<file path="src/rtl/core/rv32i_instruction_decoder_top_assert.svh">
// Assertion macros shared by the decoder RTL.
`ifndef RV32I_INSTRUCTION_DECODER_TOP_ASSERT_SVH
`define RV32I_INSTRUCTION_DECODER_TOP_ASSERT_SVH

// Same-cycle implication, checked out of reset.
`define RVDEC_ASSERT_NOW(label, ante, cons) \
    label: assert property (@(posedge i_clk) disable iff (!i_rst_n) \
        (ante) |-> (cons)) else $error("decoder assertion failed");

// Next-cycle implication, checked out of reset.
`define RVDEC_ASSERT_NEXT(label, ante, cons) \
    label: assert property (@(posedge i_clk) disable iff (!i_rst_n) \
        (ante) |=> (cons)) else $error("decoder assertion failed");

`endif

</file>
<file path="src/rtl/core/rvdec_pkg.sv">
// Types, codes and the decode function of the RV32I instruction decoder.
package rvdec_pkg;

    typedef logic [31:0]        t_word;
    typedef logic [5:0]         t_mnem;
    typedef logic [4:0]         t_reg;
    typedef logic signed [31:0] t_imm;

    typedef struct packed {
        t_mnem mnem;
        t_imm  imm;
    } t_decode;

    // Major opcodes
    localparam logic [6:0] OP_R      = 7'h33;
    localparam logic [6:0] OP_IMM    = 7'h13;
    localparam logic [6:0] OP_LOAD   = 7'h03;
    localparam logic [6:0] OP_JALR   = 7'h67;
    localparam logic [6:0] OP_STORE  = 7'h23;
    localparam logic [6:0] OP_BRANCH = 7'h63;
    localparam logic [6:0] OP_JAL    = 7'h6F;
    localparam logic [6:0] OP_LUI    = 7'h37;
    localparam logic [6:0] OP_AUIPC  = 7'h17;

    localparam logic [6:0] F7_BASE = 7'h00;
    localparam logic [6:0] F7_ALT  = 7'h20;

    // funct3 values
    localparam logic [2:0] F3_0 = 3'd0;
    localparam logic [2:0] F3_1 = 3'd1;
    localparam logic [2:0] F3_2 = 3'd2;
    localparam logic [2:0] F3_3 = 3'd3;
    localparam logic [2:0] F3_4 = 3'd4;
    localparam logic [2:0] F3_5 = 3'd5;
    localparam logic [2:0] F3_6 = 3'd6;
    localparam logic [2:0] F3_7 = 3'd7;

    // Mnemonic codes
    localparam t_mnem MN_ADD     = 6'd0;
    localparam t_mnem MN_SUB     = 6'd1;
    localparam t_mnem MN_SLL     = 6'd2;
    localparam t_mnem MN_SRL     = 6'd3;
    localparam t_mnem MN_SRA     = 6'd4;
    localparam t_mnem MN_OR      = 6'd5;
    localparam t_mnem MN_XOR     = 6'd6;
    localparam t_mnem MN_AND     = 6'd7;
    localparam t_mnem MN_SLT     = 6'd8;
    localparam t_mnem MN_SLTU    = 6'd9;
    localparam t_mnem MN_ADDI    = 6'd10;
    localparam t_mnem MN_ANDI    = 6'd11;
    localparam t_mnem MN_XORI    = 6'd12;
    localparam t_mnem MN_ORI     = 6'd13;
    localparam t_mnem MN_SLLI    = 6'd14;
    localparam t_mnem MN_SRLI    = 6'd15;
    localparam t_mnem MN_SRAI    = 6'd16;
    localparam t_mnem MN_SLTI    = 6'd17;
    localparam t_mnem MN_SLTIU   = 6'd18;
    localparam t_mnem MN_LW      = 6'd19;
    localparam t_mnem MN_LH      = 6'd20;
    localparam t_mnem MN_LB      = 6'd21;
    localparam t_mnem MN_LBU     = 6'd22;
    localparam t_mnem MN_LHU     = 6'd23;
    localparam t_mnem MN_JALR    = 6'd24;
    localparam t_mnem MN_SW      = 6'd25;
    localparam t_mnem MN_SH      = 6'd26;
    localparam t_mnem MN_SB      = 6'd27;
    localparam t_mnem MN_BEQ     = 6'd28;
    localparam t_mnem MN_BNE     = 6'd29;
    localparam t_mnem MN_BLT     = 6'd30;
    localparam t_mnem MN_BGE     = 6'd31;
    localparam t_mnem MN_BLTU    = 6'd32;
    localparam t_mnem MN_BGEU    = 6'd33;
    localparam t_mnem MN_JAL     = 6'd34;
    localparam t_mnem MN_LUI     = 6'd35;
    localparam t_mnem MN_AUIPC   = 6'd36;
    localparam t_mnem MN_UNKNOWN = 6'd37;

    localparam t_imm IMM_ZERO = 32'sd0;

    function automatic t_decode decode(input t_word w);
        t_decode    d;
        logic [6:0] op;
        logic [2:0] f3;
        logic [6:0] f7;
        t_imm       imm_i;
        t_imm       imm_s;
        t_imm       imm_b;
        t_imm       imm_j;
        t_imm       imm_u;
        t_imm       shamt;
        op    = w[6:0];
        f3    = w[14:12];
        f7    = w[31:25];
        imm_i = {{20{w[31]}}, w[31:20]};
        imm_s = {{20{w[31]}}, w[31:25], w[11:7]};
        imm_b = {{19{w[31]}}, w[31], w[7], w[30:25], w[11:8], 1'b0};
        imm_j = {{11{w[31]}}, w[31], w[19:12], w[20], w[30:21], 1'b0};
        imm_u = {w[31:12], 12'h000};
        shamt = {27'd0, w[24:20]};
        d.mnem = MN_UNKNOWN;
        d.imm  = IMM_ZERO;
        unique case (op)
            OP_R: begin
                if (f7 == F7_BASE) begin
                    unique case (f3)
                        F3_0: d.mnem = MN_ADD;
                        F3_1: d.mnem = MN_SLL;
                        F3_2: d.mnem = MN_SLT;
                        F3_3: d.mnem = MN_SLTU;
                        F3_4: d.mnem = MN_XOR;
                        F3_5: d.mnem = MN_SRL;
                        F3_6: d.mnem = MN_OR;
                        F3_7: d.mnem = MN_AND;
                        default: d.mnem = MN_UNKNOWN;
                    endcase
                end else if (f7 == F7_ALT && f3 == F3_0) begin
                    d.mnem = MN_SUB;
                end else if (f7 == F7_ALT && f3 == F3_5) begin
                    d.mnem = MN_SRA;
                end
            end
            OP_IMM: begin
                // A shift with a bad funct7 is unknown yet still carries the I immediate
                d.imm = imm_i;
                unique case (f3)
                    F3_0: d.mnem = MN_ADDI;
                    F3_1: begin
                        if (f7 == F7_BASE) begin
                            d.mnem = MN_SLLI;
                            d.imm  = shamt;
                        end
                    end
                    F3_2: d.mnem = MN_SLTI;
                    F3_3: d.mnem = MN_SLTIU;
                    F3_4: d.mnem = MN_XORI;
                    F3_5: begin
                        if (f7 == F7_BASE) begin
                            d.mnem = MN_SRLI;
                            d.imm  = shamt;
                        end else if (f7 == F7_ALT) begin
                            d.mnem = MN_SRAI;
                            d.imm  = shamt;
                        end
                    end
                    F3_6: d.mnem = MN_ORI;
                    F3_7: d.mnem = MN_ANDI;
                    default: d.mnem = MN_UNKNOWN;
                endcase
            end
            OP_LOAD: begin
                d.imm = imm_i;
                unique case (f3)
                    F3_0: d.mnem = MN_LB;
                    F3_1: d.mnem = MN_LH;
                    F3_2: d.mnem = MN_LW;
                    F3_4: d.mnem = MN_LBU;
                    F3_5: d.mnem = MN_LHU;
                    default: d.imm = IMM_ZERO;
                endcase
            end
            OP_JALR: begin
                if (f3 == F3_0) begin
                    d.mnem = MN_JALR;
                    d.imm  = imm_i;
                end
            end
            OP_STORE: begin
                d.imm = imm_s;
                unique case (f3)
                    F3_0: d.mnem = MN_SB;
                    F3_1: d.mnem = MN_SH;
                    F3_2: d.mnem = MN_SW;
                    default: d.imm = IMM_ZERO;
                endcase
            end
            OP_BRANCH: begin
                d.imm = imm_b;
                unique case (f3)
                    F3_0: d.mnem = MN_BEQ;
                    F3_1: d.mnem = MN_BNE;
                    F3_4: d.mnem = MN_BLT;
                    F3_5: d.mnem = MN_BGE;
                    F3_6: d.mnem = MN_BLTU;
                    F3_7: d.mnem = MN_BGEU;
                    default: d.imm = IMM_ZERO;
                endcase
            end
            OP_JAL: begin
                d.mnem = MN_JAL;
                d.imm  = imm_j;
            end
            OP_LUI: begin
                d.mnem = MN_LUI;
                d.imm  = imm_u;
            end
            OP_AUIPC: begin
                d.mnem = MN_AUIPC;
                d.imm  = imm_u;
            end
            default: begin
                d.mnem = MN_UNKNOWN;
                d.imm  = IMM_ZERO;
            end
        endcase
        return d;
    endfunction

endpackage

</file>
<file path="src/rtl/core/rv32i_instruction_decoder_top.sv">
// RV32I instruction decoder: input register, decode logic, result register.
// Takes one instruction word per clock while o_in_stall is low and gives one result per word,
// which passes the input register and then the result register. Sustained rate is one word per
// cycle without output stalls, set by the single decode pass between the two registers; each
// stage advances whenever the stage after it is empty or is being taken in the same cycle.
// The instruction index counts every input transfer from zero after reset and wraps at 2^32.
// Register fields are the raw bits of the word for every item; unknown and R-type words
// give a zero immediate, except an OP-IMM shift with an illegal funct7, which carries the
// I-type immediate.
module rv32i_instruction_decoder_top (
    input  logic                 i_clk,
    input  logic                 i_rst_n,
    input  logic                 i_in_valid,
    output logic                 o_in_stall,
    input  rvdec_pkg::t_word     i_instr_word,
    output logic                 o_out_valid,
    input  logic                 i_out_stall,
    output rvdec_pkg::t_word     o_inst_index,
    output rvdec_pkg::t_mnem     o_mnemonic,
    output rvdec_pkg::t_reg      o_dest_reg,
    output rvdec_pkg::t_reg      o_src1_reg,
    output rvdec_pkg::t_reg      o_src2_reg,
    output rvdec_pkg::t_imm      o_immediate
);
    import rvdec_pkg::*;

    logic    r_count;
    t_word   r_cnt;
    t_word   n_cnt;
    logic    r_s1_valid;
    t_word   r_s1_word;
    t_word   r_s1_index;
    logic    r_out_valid;
    t_word   r_out_index;
    t_mnem   r_out_mnem;
    t_reg    r_out_rd;
    t_reg    r_out_rs1;
    t_reg    r_out_rs2;
    t_imm    r_out_imm;
    logic    w_out_adv;
    logic    w_s1_adv;
    logic    w_in_xfer;
    t_decode w_dec;

    assign w_out_adv = !r_out_valid || !i_out_stall;
    assign w_s1_adv  = !r_s1_valid || w_out_adv;
    assign w_in_xfer = i_in_valid && w_s1_adv;
    assign o_in_stall = !w_s1_adv;
    assign n_cnt = r_cnt + 32'd1;
    assign w_dec = decode(r_s1_word);

    // r_count marks that at least one transfer has been counted since reset
    always_ff @(posedge i_clk) begin
        if (!i_rst_n) begin
            r_cnt   <= '0;
            r_count <= 1'b0;
        end else if (w_in_xfer) begin
            r_cnt   <= n_cnt;
            r_count <= 1'b1;
        end
    end

    always_ff @(posedge i_clk) begin
        if (!i_rst_n) begin
            r_s1_valid <= 1'b0;
        end else if (w_s1_adv) begin
            r_s1_valid <= i_in_valid;
        end
    end

    always_ff @(posedge i_clk) begin
        if (w_in_xfer) begin
            r_s1_word  <= i_instr_word;
            r_s1_index <= r_cnt;
        end
    end

    always_ff @(posedge i_clk) begin
        if (!i_rst_n) begin
            r_out_valid <= 1'b0;
        end else if (w_out_adv) begin
            r_out_valid <= r_s1_valid;
        end
    end

    always_ff @(posedge i_clk) begin
        if (w_out_adv && r_s1_valid) begin
            r_out_index <= r_s1_index;
            r_out_mnem  <= w_dec.mnem;
            r_out_rd    <= r_s1_word[11:7];
            r_out_rs1   <= r_s1_word[19:15];
            r_out_rs2   <= r_s1_word[24:20];
            r_out_imm   <= w_dec.imm;
        end
    end

    assign o_out_valid  = r_out_valid;
    assign o_inst_index = r_out_index;
    assign o_mnemonic   = r_out_mnem;
    assign o_dest_reg   = r_out_rd;
    assign o_src1_reg   = r_out_rs1;
    assign o_src2_reg   = r_out_rs2;
    assign o_immediate  = r_out_imm;

`include "rv32i_instruction_decoder_top_assert.svh"

    // The counter steps by exactly one per input transfer
    `RVDEC_ASSERT_NEXT(a_cnt_step, w_in_xfer, r_cnt == $past(n_cnt) && r_count)
    // A full pipe with a stalled output must stall the input
    `RVDEC_ASSERT_NOW(a_full_stall, r_s1_valid && r_out_valid && i_out_stall, o_in_stall)
    // An item moving into the result register keeps its index
    `RVDEC_ASSERT_NEXT(a_idx_move, r_s1_valid && w_out_adv,
        r_out_valid && r_out_index == $past(r_s1_index))
    // Decode never produces a code beyond unknown
    `RVDEC_ASSERT_NOW(a_mnem_range, r_out_valid, r_out_mnem <= MN_UNKNOWN)
    // Register-register ops carry no immediate
    `RVDEC_ASSERT_NOW(a_rtype_imm, r_out_valid && r_out_mnem <= MN_SLTU,
        r_out_imm == IMM_ZERO)

endmodule
</file>
<file path="config.mk">
export PLATFORM = sky130hd
export DESIGN_NAME = rv32i_instruction_decoder_top
export DESIGN_NICKNAME = d
export VERILOG_FILES = /design/src/rtl/core/rvdec_pkg.sv /design/src/rtl/core/rv32i_instruction_decoder_top.sv
export VERILOG_INCLUDE_DIRS = /design/src /design/src/rtl/core
export SDC_FILE = /design/constraint.sdc
export NUM_CORES = 1
export LEC_CHECK = 0
export BUFFER_PORTS_ARGS = -buffer_cell sky130_fd_sc_hd__buf_4
export CORE_ASPECT_RATIO = 1.25
export CORE_MARGIN = 5
export CORE_UTILIZATION = 35
export CTS_CLUSTER_SIZE = 16
export DETAILED_ROUTE_END_ITERATION = 8
export PLACE_DENSITY_LB_ADDON = 0.15
export SKIP_CTS_REPAIR_TIMING = 1
export SLEW_MARGIN = 5
export SYNTH_ARGS = -nofsm -noshare
export SYNTH_HDL_FRONTEND = slang
export SYNTH_SLANG_ARGS = --single-unit
</file>
<file path="constraint.sdc">
create_clock -name i_clk -period 8.08 [get_ports i_clk]
set_input_delay 0.808 -clock i_clk [delete_from_list [all_inputs] [get_ports i_clk]]
set_output_delay 0.808 -clock i_clk [all_outputs]
set_load 0.01 [all_outputs]
</file>
==> results of run 1 <==
[cells in the final DEF (no fill, tap or decap), types with 2 or more instances in the layout]
master,netlist,final
sky130_fd_sc_hd__edfxtp_1,149,149
sky130_fd_sc_hd__buf_4,0,127
sky130_fd_sc_hd__dfxtp_1,38,38
sky130_fd_sc_hd__and2_1,31,31
sky130_fd_sc_hd__nand3_1,27,27
sky130_fd_sc_hd__xnor2_1,26,26
sky130_fd_sc_hd__nor2_1,23,23
sky130_fd_sc_hd__nand2_1,21,21
sky130_fd_sc_hd__o21ai_0,19,19
sky130_fd_sc_hd__a21o_1,19,19
sky130_fd_sc_hd__nand4_1,17,17
sky130_fd_sc_hd__clkbuf_16,0,17
sky130_fd_sc_hd__a21oi_1,11,11
sky130_fd_sc_hd__nor2b_1,9,9
sky130_fd_sc_hd__nand2b_1,9,9
sky130_fd_sc_hd__and3_1,8,8
sky130_fd_sc_hd__inv_1,8,8
sky130_fd_sc_hd__nor3_1,7,7
sky130_fd_sc_hd__a22o_1,5,5
sky130_fd_sc_hd__xor2_1,5,5
sky130_fd_sc_hd__nor3_2,4,4
sky130_fd_sc_hd__or3_1,4,4
sky130_fd_sc_hd__a31oi_1,4,4
sky130_fd_sc_hd__clkinvlp_4,0,4
sky130_fd_sc_hd__and4_1,3,3
sky130_fd_sc_hd__a32oi_1,3,3
sky130_fd_sc_hd__o211ai_1,3,3
sky130_fd_sc_hd__clkinv_2,0,3
sky130_fd_sc_hd__inv_6,0,3
sky130_fd_sc_hd__a211o_1,2,2
sky130_fd_sc_hd__and4bb_2,2,2
sky130_fd_sc_hd__nor4_1,2,2
sky130_fd_sc_hd__o31ai_1,2,2
sky130_fd_sc_hd__nand3b_1,2,2
sky130_fd_sc_hd__o22ai_1,2,2
sky130_fd_sc_hd__bufinv_16,0,2
sky130_fd_sc_hd__inv_8,0,2
[power by group]
part / switching, mW / total, mW / internal, mW
clock network: 0.364 / 0.824 / 0.461
registers: 0.0270 / 1.11 / 1.08
logic: 0.0588 / 0.108 / 0.0494
total: 0.449 / 2.04 / 1.59
[final cells by class]
class	count	share of cell area
Clock inverter	15	0.0178
Inverter	9	0.00370
Clock buffer	17	0.0466
Multi-Input combinational cell	297	0.217
Timing Repair Buffer	127	0.104
Tap cell	274	0.0375
Sequential cell	187	0.573
[kinds of logic (layout without fill, tap and decap cells)]
logic type	Yosys count	count (layout)	synth area share
xor gates and xnor gates	31	31	0.0370
DFF	187	187	0.714
AOI/OAI and AO/OA	86	86	0.0826
buffers and inverters	30	168	0.0174
adders and majority gates	1	1	0.00171
and+or+nand+nor	179	179	0.147
[layer usage]
metal  up-vias  global-route usage  share of wire
met5         -                   0              0
met4         0              0.0562          0.020
met3        18              0.0420          0.056
met2       134               0.235           0.52
met1      2219               0.156           0.41
li1       2190                   -              -
[how the worst max path moves through the flow]
stage                        from         endpoint  cells past startpoint
floorplan             i_out_stall    o_dest_reg[0]                      1
global placement      i_out_stall   r_s1_index[19]                      5
detailed placement    i_out_stall    r_s1_word[11]                      5
CTS                 r_s1_word[14]  o_immediate[30]                      5
global route         r_s1_word[5]  o_immediate[14]                      5
finish              r_s1_word[14]  o_immediate[30]                      5
[metrics by stage]
| stage | cells | util | power [mW] | setup slack, ns |
|---|---|---|---|---|
| floorplan | 514 | - | 1.18 | 0.442 |
| global placement | 894 | 0.412 | 1.24 | 5.42 |
| detailed placement | 894 | 0.412 | 1.24 | 5.38 |
| CTS | 926 | 0.440 | 2.07 | 5.64 |
| global route | 926 | 0.440 | 2.12 | 5.55 |
| finish | 926 | 0.440 | 2.04 | 5.65 |
==> reports/qor_table.md, run 1 <==
| Metric | Value |
| --- | --- |
| Average cell area after synthesis | 14.3 um^2 |
| Max Cap Violations | 0 |
| Global-route wire length before repair | 25.1 mm |
| Largest fanout on the critical path | 19 |
| Yosys warning total | 0 |
| Routed len/inst | 17.3 um |
| Final hold slack | 0.424 ns |
| Setup repair after global routing missed its margin | no |
| Total grt overflow | 0 |
| IR Drop Worst-Case VDD | 0.000128 V |
| Number of antenna violations at the first check in global routing | 0 |
| Hold path depth | 0 |
| Effective utilization at floorplan | 0.353 |
| Final-report hold violation count | 0 |
| Share of the clock period used by the worst path after layout | 0.301 |
| Finished layout cell area | 9130 um^2 |
| Critical path endpoint category | flip-flop |
| Iter 0 DRT Violations | 415 |
| Cell count of the worst reg-to-reg path | 5 |
| Leakage power | 3.45 nW |
| Worst path slowest cell | sky130_fd_sc_hd__edfxtp_1 |
| Clock skew | 0.0203 ns |
| Net count after synthesis | 551 |
| Post-DP HPWL | 10.9 mm |
| Area Overhead vs Synth | 24.6% |
| Total inserted antenna cells | 0 |
| Clock tree from TritonCTS | built |
| Worst max-slew margin expressed relative to the limit | 0.445 |
| R2r setup slk | 5.65 ns |
| Clock latency on the worst-skew pair | 0.43 ns |
| Share of synthesized flip-flops with an asynchronous set or reset | 0 |
| CP Cell Sequence | nand2b_1 > o21bai_1 > and4_1 > nor3_2 > o22ai_1 |
| Final count of pins violating max slew | 0 |
| Result of the run | completed |
| Synth Flop Type | sky130_fd_sc_hd__edfxtp_1 |
| Filler Cell Count | 1900 |
| Die ar. | 24000 um^2 |
| Startpoint type of the worst setup path | flip-flop |
| Total power density per cell area | 223 nW/um^2 |
| RR Endpoint | o_immediate[30] |
| Required time at the worst-slack endpoint | 8.25 ns |
| Fmax achieved | 412 MHz |
| Largest cells by area after synthesis | sky130_fd_sc_hd__edfxtp_1 61%, sky130_fd_sc_hd__dfxtp_1 10%, sky130_fd_sc_hd__xnor2_1 3.1% |
| Via count | 4561 |
| Sequential cell area | 5240 um^2 |
| WP data arrival | 2.60 ns |
| CTS sink count | 187 |
| Clock buffer count from CTS | 17 |
| Startpoint of the worst register-to-register path | r_s1_word[14] |
| Mapped Area | 7330 um^2 |
| Number of endpoints failing setup at the final stage | 0 |
| Count of mapped cells out of synthesis | 514 |
| Slew of the pin with the lowest slew margin | 0.827 ns |
| Unique masters post-synth | 60 |
| Core footprint | 20700 um^2 |
| Number of buffers on the longest clock path | 2 |
| Num ports | 123 |
| Cell type contributing the most total cell area after synthesis | sky130_fd_sc_hd__edfxtp_1 |
| Ranking of synthesized cells by instance count | 149 x sky130_fd_sc_hd__edfxtp_1, 38 x sky130_fd_sc_hd__dfxtp_1, 31 x sky130_fd_sc_hd__and2_1, 27 x sky130_fd_sc_hd__nand3_1, 26 x sky130_fd_sc_hd__xnor2_1 |
| Number of enable flip-flop cells after synthesis | 149 |
| FF+latch count, synth | 187 |
| Vertical die dimension | 172 um |
| Number of detailed-routing iterations run before antenna repair | 7 |
| Final estimated routing congestion in global placement | 0.833 |
| Maximum cell stage delay along the critical path | 0.69 ns |
| Share of Yosys cell area claimed by the top area cell type | 0.610 |
| Number of core rows | 59 |
| Period minus WS final | 2.43 ns |
| Cell class contributing the biggest share of worst-path delay | simple AND/OR/NAND/NOR gates |
| Pin count of the biggest net entering global routing | 56 |
| Number of buffers and inverters on the critical path | 0 |
| Clock root cell | sky130_fd_sc_hd__clkbuf_16 |
| Post-detailed-route via-to-cell ratio | 4.93 |
| Hold-critical path endpoint | o_inst_index[27] |
| Sequential cell area fraction in the yosys report | 0.714 |
| Fin Setup TNS | 0 ns |
| Startpoint-to-endpoint class of the critical path | flip-flop to flip-flop |
| Number of H-tree branching levels | 4 |
| Most frequent cell after synthesis | sky130_fd_sc_hd__edfxtp_1 |
| Fraction of final layout cells with drive strength greater than 1 | 0.270 |
| Area of combinational cells with multiple inputs | 1980 um^2 |
| Number of routed nets with antenna violations | 0 |
| Total placed instance area | 8550 um^2 |
| Startpoint of the lowest-slack hold path | r_s1_index[27] |
| Net count of the finished layout | 676 |
| DRC Markers | 0 |
| Number of global-route vias before repair | 4584 |
| Count of input and output buffers | 122 |
| Final WL | 16.1 mm |
| Clock slew seen by the registers of the worst setup and hold paths | 0.07 ns |
| Overall global routing resource usage | 0.135 |
| Worst Hold Class | flip-flop to flip-flop |
| Width of the die | 139 um |
Note: power is estimated with default switching activity, not from simulation.
==> run 2, diff against run 1 <==
Clock period 8.08 ns to 2.4 ns, I/O delays scaled along.
==> reports/qor_table.md, run 2 (synthesis results as in run 1) <==
| Metric | Value | vs previous |
| --- | --- | --- |
| Pin count of the biggest net entering global routing | 57 | was 56 |
| Required time at the worst-slack endpoint | 2.56 ns | was 8.25 ns |
| Leading cell types in the layout, fill and taps excluded | 149 x sky130_fd_sc_hd__edfxtp_1, 142 x sky130_fd_sc_hd__buf_4, 38 x sky130_fd_sc_hd__dfxtp_1 | was 149 x sky130_fd_sc_hd__edfxtp_1, 127 x sky130_fd_sc_hd__buf_4, 38 x sky130_fd_sc_hd__dfxtp_1 |
| Num ports | 123 | unchanged |
| Overall global routing resource usage | 0.139 | was 0.135 |
| Clock root cell | sky130_fd_sc_hd__clkbuf_16 | unchanged |
| Clock tree from TritonCTS | built | unchanged |
| Routed len/inst | 17.1 um | was 17.3 um |
| Vertical die dimension | 172 um | unchanged |
| Cell class contributing the biggest share of worst-path delay | simple AND/OR/NAND/NOR gates | unchanged |
| Worst max-slew margin expressed relative to the limit | 0.574 | was 0.445 |
| Most utilized layer in the global route result | met2 | unchanged |
| Final Util | 0.462 | was 0.440 |
| Fin Setup TNS | 0 ns | unchanged |
| Setup repair after global routing missed its margin | no | unchanged |
| Final WL | 16.7 mm | was 16.1 mm |
| Critical path endpoint category | flip-flop | unchanged |
| Effective utilization at floorplan | 0.353 | unchanged |
| Iter 0 DRT Violations | 326 | was 415 |
| Filler Cell Count | 1839 | was 1900 |
| Slack of the critical path | 0.238 ns | was 5.65 ns |
| Leakage power | 3.68 nW | was 3.45 nW |
| WP data arrival | 2.33 ns | was 2.60 ns |
| Die ar. | 24000 um^2 | unchanged |
| DP Worst Slack | 0.243 ns | was 5.38 ns |
| Core footprint | 20700 um^2 | unchanged |
| Net count of the finished layout | 722 | was 676 |
| Result of the run | completed | unchanged |
| Global-route wire length before repair | 26.0 mm | was 25.1 mm |
| Maximum cell stage delay along the critical path | 0.51 ns | was 0.69 ns |
| Most frequent standard cell in the layout excluding fill and tap cells | sky130_fd_sc_hd__edfxtp_1 | unchanged |
| Fmax achieved | 462 MHz | was 412 MHz |
| Slew of the pin with the lowest slew margin | 0.640 ns | was 0.827 ns |
| Met2 track utilization from global routing | 0.246 | was 0.235 |
| Total grt overflow | 0 | unchanged |
| Number of detailed-routing iterations run before antenna repair | 4 | was 7 |
| Via count | 4719 | was 4561 |
| Clock latency on the worst-skew pair | 0.43 ns | about the same |
| DRC Markers | 0 | unchanged |
| Number of buffers on the longest clock path | 2 | unchanged |
| Share of the clock period used by the worst path after layout | 0.901 | was 0.301 |
| Width of the die | 139 um | unchanged |
| Worst path slowest cell | sky130_fd_sc_hd__or4_1 | was sky130_fd_sc_hd__edfxtp_1 |
| Worst Hold Class | input pin to flip-flop | was flip-flop to flip-flop |
| Number of antenna violations at the first check in global routing | 1 | was 0 |
| Post-detailed-route via-to-cell ratio | 4.85 | was 4.93 |
| Area Overhead vs Synth | 30.8% | was 24.6% |
| Max Cap Violations | 0 | unchanged |
| Routing usage on met3 | 0.0437 | was 0.0420 |
| Number of endpoints failing setup at the final stage | 0 | unchanged |
| Number of buffers and inverters on the critical path | 0 | unchanged |
| Number of global-route vias before repair | 4833 | was 4584 |
| Number of H-tree branching levels | 4 | unchanged |
| Grt met1 use | 0.157 | was 0.156 |
| Number of routed nets with antenna violations | 0 | unchanged |
| Startpoint type of the worst setup path | flip-flop | unchanged |
| Final count of pins violating max slew | 0 | unchanged |
| Startpoint-to-endpoint class of the critical path | flip-flop to flip-flop | unchanged |
| Final estimated routing congestion in global placement | 0.858 | was 0.833 |
| Clock buffer count from CTS | 17 | unchanged |
| Largest fanout on the critical path | 5 | was 19 |
| Total power density per cell area | 729 nW/um^2 | was 223 nW/um^2 |
| Period minus WS final | 2.16 ns | was 2.43 ns |
| Fraction of final layout cells with drive strength greater than 1 | 0.275 | was 0.270 |
| Post-DP HPWL | 11.5 mm | was 10.9 mm |
| IR Drop Worst-Case VDD | 0.000502 V | was 0.000128 V |
| Count of input and output buffers | 122 | unchanged |
| Clock slew seen by the registers of the worst setup and hold paths | 0.06 ns | was 0.07 ns |
| Number of core rows | 59 | unchanged |
| CTS sink count | 187 | unchanged |
| Clock skew | 0.0185 ns | was 0.0203 ns |
| CP Cell Sequence | nor4_4 > nand4_2 > a21oi_1 > nor2_1 > or4_1 | was nand2b_1 > o21bai_1 > and4_1 > nor3_2 > o22ai_1 |
| Final-report hold violation count | 0 | unchanged |
run 2: cell count changes in the layout (fill, tap and decap cells not counted), sizes merged:
| cell | previous run | this run |
|---|---|---|
| dlygate4sd3 | 0 | 29 |
| buf | 127 | 144 |
| clkinvlp | 4 | 0 |
| clkbuf | 17 | 19 |
| inv | 14 | 16 |
| diode | 0 | 1 |
run 2: area by class of cell:
type	count	area [um^2]	area share
Clock buffer	19	443	0.0462
Multi-Input combinational cell	297	1980	0.206
Sequential cell	187	5240	0.546
Inverter	9	35.0	0.00365
Antenna cell	1	2.50	0.000261
Clock inverter	13	156	0.0163
Timing Repair Buffer	173	1400	0.146
Tap cell	274	343	0.0357
run 2: power by group:
group	internal [mW]	switching, mW	leakage [nW]
Clock	1.60	1.24	0.300
Combinational	0.216	0.229	1.65
Sequential	3.64	0.0759	1.73
Total	5.45	1.54	3.68
run 2: worst paths after layout:
check	start	end	slack (ns)	cells past startpoint
setup / recovery	r_s1_word[31]	o_mnemonic[2]	0.24	5
hold / removal	i_instr_word[13]	r_s1_word[13]	0.02	1
setup reg to reg	r_s1_word[31]	o_mnemonic[2]	0.24	5
hold reg to reg	r_s1_index[4]	o_inst_index[4]	0.42	0
run 2: stage by stage:
stage / power, mW / area, um^2 / hold slack (ns) / instances
after global placement: 4.20 / 8700 / 0.405 / 911
after CTS: 7.05 / 9300 / -0.0367 / 943
final: 6.99 / 9590 / 0.0215 / 973
after detailed placement: 4.20 / 8700 / 0.405 / 911
after global routing: 7.28 / 9590 / 0.00319 / 973
after floorplan: 3.95 / 7340 / 0.339 / 514
run 2: metal layers:
metal / share of wire / vias up
met3: 0.049 / 30
met5: 0 / -
met2: 0.53 / 126
li1: - / 2286
met4: 0.026 / 0
met1: 0.40 / 2277
==> run 3, diff against run 2 <==
Settings changed: CORE_ASPECT_RATIO 1.25 to 1.4.
Clock period 2.4 ns to 2.15 ns, I/O delays scaled along.
==> reports/qor_table.md, run 3 (synthesis results as in run 1) <==
| Metric | Value | vs previous |
| --- | --- | --- |
| Result of the run | completed | unchanged |
| WP data arrival | 2.16 ns | was 2.33 ns |
| Effective utilization at floorplan | 0.357 | was 0.353 |
| DRC Markers | 0 | unchanged |
| Number of H-tree branching levels | 4 | unchanged |
| Leading cell types in the layout, fill and taps excluded | 157 x sky130_fd_sc_hd__buf_4, 149 x sky130_fd_sc_hd__edfxtp_1, 36 x sky130_fd_sc_hd__dfxtp_1 | was 149 x sky130_fd_sc_hd__edfxtp_1, 142 x sky130_fd_sc_hd__buf_4, 38 x sky130_fd_sc_hd__dfxtp_1 |
| Area of combinational cells with multiple inputs | 1980 um^2 | unchanged |
| Clock tree from TritonCTS | built | unchanged |
| Period minus WS final | 2.01 ns | was 2.16 ns |
| Final count of pins violating max slew | 0 | unchanged |
| Share of the clock period used by the worst path after layout | 0.934 | was 0.901 |
| Number of detailed-routing iterations run before antenna repair | 4 | unchanged |
| Total inserted antenna cells | 0 | was 1 |
| Clock skew | 0.0124 ns | was 0.0185 ns |
| Number of antenna violations at the first check in global routing | 0 | was 1 |
| Clock root cell | sky130_fd_sc_hd__clkbuf_16 | unchanged |
| Final Instance Count excl. Fillers | 972 | was 973 |
| Area Overhead vs Synth | 32.7% | was 30.8% |
| Most frequent standard cell in the layout excluding fill and tap cells | sky130_fd_sc_hd__buf_4 | was sky130_fd_sc_hd__edfxtp_1 |
| Pint | 6.05 mW | was 5.45 mW |
| Final hold slack | 0.0277 ns | was 0.0215 ns |
| Number of endpoints failing setup at the final stage | 0 | unchanged |
| Final-report hold violation count | 0 | unchanged |
| Final Util | 0.473 | was 0.462 |
| Total power | 7.84 mW | was 6.99 mW |
| CTS sink count | 187 | unchanged |
| Net Switching | 1.78 mW | was 1.54 mW |
| Max Cap Violations | 0 | unchanged |
| Slew of the pin with the lowest slew margin | 0.504 ns | was 0.640 ns |
| Pin count of the biggest net entering global routing | 51 | was 57 |
| DP Worst Slack | 0.107 ns | was 0.243 ns |
| Number of routed nets with antenna violations | 0 | unchanged |
| Post-detailed-route via-to-cell ratio | 4.88 | was 4.85 |
| Fraction of final layout cells with drive strength greater than 1 | 0.293 | was 0.275 |
| Clock share of power | 0.405 | about the same |
| Critical path endpoint category | flip-flop | unchanged |
| Number of buffers on the longest clock path | 2 | unchanged |
| Required time at the worst-slack endpoint | 2.30 ns | was 2.56 ns |
| Die ar. | 24000 um^2 | about the same |
| Worst Hold Class | input pin to flip-flop | unchanged |
| Post-DP HPWL | 12.2 mm | was 11.5 mm |
| Core footprint | 20600 um^2 | was 20700 um^2 |
| Final estimated routing congestion in global placement | 0.849 | was 0.858 |
| Clock slew seen by the registers of the worst setup and hold paths | 0.07 ns | was 0.06 ns |
| Filler Cell Count | 1873 | was 1839 |
| Setup repair after global routing missed its margin | no | unchanged |
| Global-route wire length before repair | 26.1 mm | was 26.0 mm |
| Count of input and output buffers | 122 | unchanged |
| Number of core rows | 62 | was 59 |
| Routed len/inst | 17.5 um | was 17.1 um |
| Leakage power | 3.77 nW | was 3.68 nW |
| Share of power burned in combinational logic | 0.067 | was 0.064 |
| Number of global-route vias before repair | 4714 | was 4833 |
| Clock latency on the worst-skew pair | 0.42 ns | was 0.43 ns |
| Worst max-slew margin expressed relative to the limit | 0.662 | was 0.574 |
| Fmax achieved | 498 MHz | was 462 MHz |
| Width of the die | 132 um | was 139 um |
| Clock buffer count from CTS | 17 | unchanged |
| Overall global routing resource usage | 0.139 | about the same |
| Net count of the finished layout | 740 | was 722 |
| Slack of the critical path | 0.141 ns | was 0.238 ns |
| Num ports | 123 | unchanged |
| Iter 0 DRT Violations | 203 | was 326 |
| Inst Count DP | 908 | was 911 |
| Largest fanout on the critical path | 4 | was 5 |
| Startpoint-to-endpoint class of the critical path | flip-flop to flip-flop | unchanged |
| Power share of the sequential group | 0.528 | was 0.531 |
| Via count | 4746 | was 4719 |
| Final WL | 17.0 mm | was 16.7 mm |
| Total grt overflow | 0 | unchanged |
| Vertical die dimension | 181 um | was 172 um |
| Sequential cell area | 5240 um^2 | about the same |
| Total power density per cell area | 806 nW/um^2 | was 729 nW/um^2 |
| IR Drop Worst-Case VDD | 0.000488 V | was 0.000502 V |
| Startpoint type of the worst setup path | flip-flop | unchanged |
| Switch share | 0.227 | was 0.221 |
run 3: cell types whose count changed in the layout (fill, tap and decap cells not counted), sizes merged:
| cell | change |
|---|---|
| inv | +1 |
| buf | +15 |
| dlygate4sd3 | +3 |
| bufinv | -1 |
| clkinvlp | +1 |
| clkbuf | -1 |
| diode | -1 |
run 3: layer usage:
metal	global-route usage	share of wire
met3	0.0442	0.051
met5	0	0
met4	0.0460	0.015
met2	0.252	0.53
met1	0.151	0.40
run 3: final cells by class:
cell class	instances	share of cell area
Sequential cell	187	0.538
Multi-Input combinational cell	297	0.204
Timing Repair Buffer	191	0.158
Clock buffer	18	0.0463
Tap cell	256	0.0329
Clock inverter	14	0.0169
Inverter	9	0.00360
run 3: worst paths after layout:
kind,from,to,slack (ns),depth (start not counted)
min,i_in_valid,r_s1_valid,0.03,2
max,r_s1_word[31],o_mnemonic[2],0.14,5
max reg2reg,r_s1_word[31],o_mnemonic[2],0.14,5
min reg2reg,r_s1_index[24],o_inst_index[24],0.42,0
run 3: critical path: stages (launching register included):
cell	delay (ns)
sky130_fd_sc_hd__edfxtp_1	0.43
sky130_fd_sc_hd__nor4_4	0.41
sky130_fd_sc_hd__nand2_1	0.18
sky130_fd_sc_hd__nor2_1	0.16
sky130_fd_sc_hd__o221ai_1	0.13
sky130_fd_sc_hd__or4_1	0.43
run 3: power groups by stage:
stage                     sequential, mW  combinational (mW)  clock (mW)
after global routing                4.16               0.572        3.43
after detailed placement            4.22               0.489           0
after floorplan                     4.23               0.180           0
after global placement              4.22               0.486           0
after CTS                           4.14               0.490        3.30
final                               4.14               0.526        3.17
run 3: through the flow:
stage | area [um^2] | setup TNS (ns)
floorplan | 7350 | -5.09
global placement | 8790 | 0
detailed placement | 8790 | 0
CTS | 9410 | 0
global route | 9730 | 0
finish | 9730 | 0
